--- src/ssc_pkg.sv ---
package ssc_pkg;

   // pixel and window
   localparam int PIXEL_W = 8;
   localparam logic [PIXEL_W-1:0] BG_PIXEL = 8'd255;
   localparam logic [PIXEL_W-1:0] DARK_LIMIT = 8'd80;

   typedef logic [PIXEL_W-1:0] pixel_type;
   // [row top..bottom][column left..right]
   typedef logic [2:0][2:0][PIXEL_W-1:0] win_type;

   localparam win_type WIN_BG = {9{BG_PIXEL}};

   // shade codes
   localparam int SHADE_W = 2;
   localparam logic [SHADE_W-1:0] SHADE_BG    = 2'd0;
   localparam logic [SHADE_W-1:0] SHADE_FULL  = 2'd1;
   localparam logic [SHADE_W-1:0] SHADE_DARK  = 2'd2;
   localparam logic [SHADE_W-1:0] SHADE_LIGHT = 2'd3;

   typedef struct packed {
      pixel_type             value;
      logic [SHADE_W-1:0]    shade;
   } res_type;

   // control registers
   localparam int CSR_IDX_W = 2;
   localparam int LINE_WIDTH_W = 10;
   localparam logic [CSR_IDX_W-1:0] CSR_LINE_WIDTH = 2'd0;
   localparam logic [CSR_IDX_W-1:0] CSR_SMOOTH_EN  = 2'd1;
   localparam logic [LINE_WIDTH_W-1:0] LINE_WIDTH_RESET = 10'd400;
   localparam int MIN_WIDTH = 3;

   // rows seen counter
   localparam logic [1:0] ROWS_ONE = 2'd1;
   localparam logic [1:0] ROWS_TWO = 2'd2;

endpackage

--- src/ssc_smooth.sv ---
module ssc_smooth (
   input  ssc_pkg::win_type win,
   input  logic             smooth_en,
   output ssc_pkg::res_type res
);
   import ssc_pkg::*;

   logic [PIXEL_W:0] sum;
   pixel_type        center;
   pixel_type        val;

   // center/2 plus each neighbor/16
   always_comb begin
      center = win[1][1];
      sum = {2'b00, center[PIXEL_W-1:1]};
      for (int r = 0; r < 3; r++) begin
         for (int k = 0; k < 3; k++) begin
            if (r != 1 || k != 1) begin
               sum = sum + {5'b00000, win[r][k][PIXEL_W-1:4]};
            end
         end
      end
   end

   // background and bypass pass the center through
   always_comb begin
      if (center == BG_PIXEL || !smooth_en) begin
         val = center;
      end else if (sum[PIXEL_W]) begin
         val = BG_PIXEL;
      end else begin
         val = sum[PIXEL_W-1:0];
      end
   end

   // shade classification
   always_comb begin
      res.value = val;
      if (val == BG_PIXEL) begin
         res.shade = SHADE_BG;
      end else if (val == '0) begin
         res.shade = SHADE_FULL;
      end else if (val < DARK_LIMIT) begin
         res.shade = SHADE_DARK;
      end else begin
         res.shade = SHADE_LIGHT;
      end
   end

endmodule

--- config.mk ---
export PLATFORM = sky130hd
export DESIGN_NAME = ssc_smooth
export DESIGN_NICKNAME = d
export VERILOG_FILES = /design/src/ssc_pkg.sv /design/src/ssc_smooth.sv
export SDC_FILE = /design/constraint.sdc
export NUM_CORES = 1
export LEC_CHECK = 0
export ABC_AREA = 1
export BUFFER_PORTS_ARGS = -buffer_cell sky130_fd_sc_hd__clkbuf_2
export CORE_ASPECT_RATIO = 0.9
export CORE_MARGIN = 2
export CORE_UTILIZATION = 35
export DETAILED_ROUTE_END_ITERATION = 6
export PLACE_DENSITY = 0.71
export SYNTH_ARGS = -nofsm -noshare
export SYNTH_HDL_FRONTEND = slang
export SYNTH_SLANG_ARGS = --single-unit
export TNS_END_PERCENT = 1
--- constraint.sdc ---
create_clock -name vclk -period 5.4
set_input_delay 0.27 -clock vclk [all_inputs]
set_output_delay 0.27 -clock vclk [all_outputs]
set_load 0.01 [all_outputs]
### After elaboration in Yosys (flattened, before gate mapping)

Index checks and enable logic that the tools add are counted.

* add/subtract/negate cells: 8
* $lt $le $gt $ge: 1
* equality and inequality tests: 2
* mux-type cells: 5
* reduce and logical (&&, ||, !) cells: 3

Operator list (number)
* 9-bit by 4-bit adder with 9-bit output: 6
* 8-bit == test, second input constant: 2
* 8-bit 2-to-1 mux: 2
* 8-bit by 4-bit adder with 9-bit output: 1
* 7-bit by 4-bit adder with 8-bit output: 1
* 8-bit zero test: 1
* 8-bit by 7-bit < comparator with 1-bit output, second input constant: 1
* 2-bit 2-to-1 mux: 2
* 1-bit zero test: 1
* 1-bit logical OR: 1
* 1-bit 2-to-1 mux: 1

* bits in registers: 0
* bits of input ports: 73
* output and inout port bits: 10
* logic and storage cells: 19

### Depth between registers and ports, before layout

Gate-level depths: netlist of the first run.

* word-level depth: 14
* depth in mapped cells: 22
* mapped depth without buffers: 22

### Worst setup path after synthesis of the first run

Ideal clock, no wire load.

* path type: input-to-output
* from: input win[6] in the netlist's numbering
* to: output res[0] in the netlist's numbering
* arrival: 4.069 ns
* required time: 5.130 ns
* slack: 1.061 ns
* stages: 18
* path buffers: 0
* cell sequence: inv_1 > fa_1 > inv_1 > fa_1 > fa_1 > inv_1 > fa_1 > inv_1 > ha_1 > fa_1 > nand3_1 > nand2_1 > nand2_1 > nand2_1 > nand3_1 > nor2b_1 > a21oi_1 > a21oi_1

RTL lines
* start, declared: RTL line ssc_smooth.sv:2 `input ssc_pkg::win_type win,`
* end, declared: RTL line ssc_smooth.sv:4 `output ssc_pkg::res_type res`

==> results.py, run 1 <==
metrics = {
    "cells_and_area": {
        "multi_input_area_sq_mm": 0.001075,
        "final_cell_mix": "inv_1, clkbuf_2, nand2_1",
        "seq_cell_count": 0,
        "fin_area_sq_mm": 0.001609,
        "drive_gt1_share_pct": 25.21,
        "area_growth_pct": 23.89,
        "nClkBuffers": 0,
        "nets": 348,
        "final_common_cell": "inv_1",
        "n_antenna_cell": 0,
        "seqCellArea_sq_um": 0,
        "nFillCells": 377,
    },
    "die": {
        "std_cell_rows": 20,
        "die_h_um": 61.79,
        "ioPinCount": 83,
        "die_w_um": 68.21,
        "core_area_sq_mm": 0.003453,
        "initial_core_util_pct": 37.61,
        "die-area_sq_mm": 0.004215,
    },
    "sta": {
        "maxSlewHeadroom_pct": 78.58,
        "setup_ws_ns": 0.7167,
        "drv_slew": 0,
        "tns_ns": 0,
        "whs_ns": 0.9452,
        "fmax_ghz": 0.2135,
        "fin_crit_sh_pct": 86.73,
        "finalSetupViolCount": 0,
        "rsz0062_at_grt": "false",
        "worst_pin_slew_ns": 0.3180,
        "fin_crit_ns": 4.683,
        "hold_viol": 0,
    },
    "run_status": {
        "status": "finished, final reports clean",
    },
    "detailed_routing": {
        "wire_per_inst_um": 9.032,
        "routed_via_density": 4.306,
        "ant_nets": 0,
        "initialDrtViolationCount": 36,
        "totalWireLength_um": 2511,
        "first_pass_iters": 4,
        "via_count": 1197,
        "drc": 0,
    },
    "global_route": {
        "grt_pass1_vias": 1205,
        "grt_max_degree": 10,
        "antenna_found_initial": 0,
        "grt_pass1_wl_um": 4623,
        "grt.total_usage_pct": 13.92,
        "grt_overflow": 0,
    },
    "logic_synthesis": {
        "postSynthAreaPerCell_sq_um": 7.097,
        "ys_warn_count": 0,
        "yosysTopAreaCellShare_pct": 41.62,
        "syn_area_sq_mm": 0.001299,
        "yosys-top-cells-area": "fa_1, inv_1, nand2_1, ha_1, nor2_1",
        "syn_inst": 183,
        "synth.distinct_cells": 19,
        "synth.largest_area_cell": "fa_1",
        "synthesis.nets": 295,
        "synth_seq_area_share_pct": 0,
    },
    "setup_path": {
        "start_kind": "input pin",
        "critPathMaxFanout": 4,
        "cp.required_ns": 5.13,
        "arrival_ns": 4.41,
        "critical_path_class": "input pin to output pin",
        "end_kind": "output pin",
    },
    "cts": {
        "cts_setup_buffers": 0,
        "cts_resized": 0,
        "cts_hold_buf": 0,
    },
    "place": {
        "place_area_sq_mm": 0.001609,
        "port_buffers": 51,
        "place_ws_ns": 0.6830,
        "place_congestion": 0.8284,
        "hpwl_um": 2446,
    },
    "hold_path": {
        "worstHoldPathCells": 4,
        "hold_path_end": "res[8]",
        "min_path_type": "input pin to output pin",
        "worstHoldStart": "win[38]",
    },
    "power": {
        "total_power_uw": 647.3,
        "ir_worst_vdd_v": 0.0001650,
        "power_density_mw_per_mm2": 402.3,
        "leakagePower_uw": 0.0009787,
    },
    "flow_run": {
        "cap_violations": 0,
    },
}
metal layers:
| metal | track usage, % | vias to the layer above | part of all wire [%] |
|---|---|---|---|
| met5 | 0 | - | 0 |
| met4 | 0 | 0 | 0 |
| met3 | 0.7207 | 0 | 6.2 |
| met2 | 28.43 | 30 | 50 |
| met1 | 17.14 | 541 | 44 |
| li1 | - | 626 | - |
where the power goes:
| group | internal [uW] | total [uW] | switching, uW |
|---|---|---|---|
| Sequential | 0 | 0 | 0 |
| Clock | 0 | 0 | 0 |
| Combinational | 265 | 647 | 382 |
cell type report:
type | instances | share of cell area [%]
Inverter | 59 | 13.92
Tap cell | 44 | 3.421
Timing Repair Buffer | 51 | 15.86
Multi-Input combinational cell | 124 | 66.80
worst max-delay path, cell delays in order:
cell and delay (ns):
clkbuf_2 0.08, inv_1 0.05, fa_1 0.53, inv_1 0.05, fa_1 0.50, fa_1 0.55
inv_1 0.05, fa_1 0.53, inv_1 0.04, ha_1 0.23, fa_1 0.46, inv_1 0.08
nor3_1 0.05, nor2_1 0.20, nand3_1 0.12, o21ai_0 0.12, nand2_1 0.10, nor2_2 0.08
nand2_1 0.06, a21oi_1 0.11, clkbuf_2 0.14
how the worst max path moves through the flow:
stage               endpoint  slack (ns)   start  cells after the start
floorplan             res[0]        1.06  win[6]                     18
global placement      res[0]        0.69  win[6]                     21
detailed placement    res[0]        0.68  win[6]                     21
CTS                   res[0]        0.67  win[6]                     21
global route          res[0]        0.28  win[6]                     21
finish                res[0]        0.72  win[6]                     21
metrics by stage:
stage | util [%] | instances
after global placement | 46.59 | 278
after detailed placement | 46.59 | 278
after floorplan | - | 183
final | 46.59 | 278
after CTS | 46.59 | 278
after global routing | 46.59 | 278
Yosys cell counts:
| cell type | count |
|---|---|
| nor2_2 | 3 |
| o21ai_0 | 2 |
| nand2_4 | 1 |
| a21oi_1 | 3 |
| nor2b_1 | 1 |
| nor2_1 | 14 |
| nor3_1 | 1 |
| xnor2_1 | 1 |
| inv_1 | 58 |
| nand2_1 | 42 |
| nand3_1 | 6 |
| nand3b_1 | 2 |
| o21ai_1 | 2 |
| nand2_2 | 3 |
| inv_4 | 1 |
| fa_1 | 27 |
| or2_0 | 3 |
| ha_1 | 12 |
| nand4_1 | 1 |
cell families (layout without fill, tap and decap cells):
group                      after synthesis  count (layout)  share of synthesized area, %
adders and majority gates               39              39                         53.18
xor gates and xnor gates                 1               1                        0.6745
AOI/OAI and AO/OA                        7               7                         2.697
and+or+nand+nor                         77              77                         26.20
buffers and inverters                   59             110                         17.25
Note: power is estimated with default switching activity, not from simulation.
==> inputs of run 2 (changes only) <==
- CORE_ASPECT_RATIO: 0.9 -> unset
- PLACE_DENSITY: 0.71 -> 0.74
- clock period: 5.4 -> 4 ns (I/O delays scaled with it)
==> run 2 against run 1 <==
Effect of this change: the flow now finishes with violations (negative setup slack); highest routed layer unchanged; first-iteration DRC count is 39% lower; sequential share of layout area stayed put; combinational power is 62% higher; utilization is 3.0 points higher; cell area is 11% higher; total power is 63% higher; worst hold slack better by 0.0076 ns; setup slack worse by 0.88 ns; cell count is 6.8% higher.
==> results.py, run 2 (synthesized netlist as in run 1, its figures left out) <==
metrics = {
    "sta": {
        "finalSetupViolCount": 2,
        "setup_ws_ns": -0.1640,
        "hold_viol": 0,
        "fin_crit_ns": 4.164,
        "worst_pin_slew_ns": 0.1837,
        "fin_crit_sh_pct": 104.1,
        "rsz0062_at_grt": "true",
        "maxSlewHeadroom_pct": 87.71,
        "fmax_ghz": 0.2402,
        "drv_slew": 0,
        "whs_ns": 0.9528,
    },
    "setup_path": {
        "arrival_ns": 3.96,
        "critical_path_class": "input pin to output pin",
        "end_kind": "output pin",
        "cpMaxStageDelayCell": "fa_1",
        "cp_slowest_stage_delay_ns": 0.57,
        "critPathMaxFanout": 5,
        "crit_chain": "clkbuf_2, fa_1, fa_1, fa_1, inv_1, fa_1, inv_2, ha_4, fa_2, nand2_2, nand3_2, nor2_4, nand2_1, nand2_2, nand2_2, nor2_2, nand2_1, a21oi_2, buf_2",
        "start_kind": "input pin",
        "cp_common_cell": "fa_1",
        "cp.required_ns": 3.80,
    },
    "cells_and_area": {
        "nClkBuffers": 0,
        "nets": 363,
        "seq_cell_count": 0,
        "final_common_cell": "inv_1",
        "drive_gt1_share_pct": 37.35,
        "final_cell_mix": "inv_1, clkbuf_2, nand2_1",
        "area_growth_pct": 37.77,
        "seqCellArea_sq_um": 0,
        "n_antenna_cell": 0,
    },
    "power": {
        "power_density_mw_per_mm2": 589.0,
        "intPower_uw": 487.3,
        "p_switching_uw": 566.6,
        "ir_worst_vdd_v": 0.0002219,
        "switching_share_pct": 53.77,
        "seq_power_share_pct": 0,
        "leakagePower_uw": 0.001062,
        "pwr-share-comb_pct": 100.0,
        "total_power_uw": 1054,
        "p_clk_share_pct": 0,
    },
    "global_route": {
        "grt.total_usage_pct": 13.66,
        "grt_overflow": 0,
        "antenna_found_initial": 0,
        "grt_pass1_vias": 1272,
        "grt_max_degree": 10,
        "grt_pass1_wl_um": 4740,
    },
    "detailed_routing": {
        "totalWireLength_um": 2631,
        "first_pass_iters": 4,
        "drc": 0,
        "initialDrtViolationCount": 22,
        "via_count": 1250,
        "routed_via_density": 4.209,
        "wire_per_inst_um": 8.859,
        "ant_nets": 0,
    },
    "place": {
        "port_buffers": 51,
        "place_congestion": 0.8597,
        "hpwl_um": 2530,
        "place_ws_ns": -0.3607,
    },
    "flow_run": {
        "cap_violations": 0,
    },
    "hold_path": {
        "worstHoldPathCells": 5,
        "min_path_type": "input pin to output pin",
        "hold_path_end": "res[8]",
        "worstHoldStart": "win[38]",
    },
    "die": {
        "die_h_um": 64.92,
        "die-area_sq_mm": 0.004214,
        "core_area_sq_mm": 0.003606,
        "std_cell_rows": 22,
        "ioPinCount": 83,
        "initial_core_util_pct": 36.02,
        "die_w_um": 64.92,
    },
    "cts": {
        "cts_hold_buf": 0,
        "cts_setup_buffers": 0,
    },
    "run_status": {
        "violations": "negative setup slack",
        "status": "complete, but fails checks",
    },
}
[run 2: cell count changes in the layout (fill, tap and decap cells not counted), sizes merged]
| cell | change |
|---|---|
| buf | +16 |
| clkbuf | -1 |
[run 2: power groups by stage]
stage / Combinational, uW / Sequential [uW] / Clock (uW)
after detailed placement: 1040 / 0 / 0
after global routing: 1220 / 0 / 0
after floorplan: 704 / 0 / 0
after CTS: 1060 / 0 / 0
after global placement: 1020 / 0 / 0
final: 1050 / 0 / 0
[run 2: repair_timing]
action                     in CTS  in global routing
pin swaps                       9                  5
setup endpoints to repair      10                 10
hold endpoints to repair        0                  0
resized for setup              11                  6
[run 2: worst max path at each step]
stage,startpoint,to,slack (ns),cells after the start
final,win[54],res[0],-0.16,19
after global routing,win[6],res[1],-0.39,22
after CTS,win[6],res[0],-0.21,21
after detailed placement,win[36],res[0],-0.36,20
after global placement,win[6],res[0],-0.29,21
after floorplan,win[7],res[0],0.04,18
[run 2: cell type report]
cell class         instances  area [sq um]
fillers                  374          1817
inverters                 59         224.0
well taps                 48         60.06
repair buffers            66         367.9
multi-input cells        124          1137
[run 2: stage by stage]
stage / utilization [%] / cell area (sq um) / TNS [ns] / instances
5_1_grt: 49.62 / 1789 / -1.651 / 297
4_1_cts: 49.31 / 1778 / -0.4138 / 297
2_1_floorplan: - / 1323 / 0 / 183
6_report: 49.62 / 1789 / -0.3140 / 297
3_3_place_gp: 48.54 / 1750 / -0.7086 / 297
3_5_place_dp: 48.54 / 1750 / -1.240 / 297
[run 2: metal layers]
| layer | wire [um] | GRT usage, % | vias to the layer above |
|---|---|---|---|
| met3 | 106 | 0 | 0 |
| met5 | 0 | 0 | - |
| li1 | - | - | 658 |
| met4 | 0 | 0 | 0 |
| met2 | 1391 | 28.22 | 25 |
| met1 | 1133 | 16.59 | 567 |
[run 2: critical path: cells and delay by family]
kind                       cells  cell delay (ns)
and+or+nand+nor                8             0.76
adders and majority gates      6             2.56
buffers and inverters          4             0.33
AOI/OAI and AO/OA              1             0.12
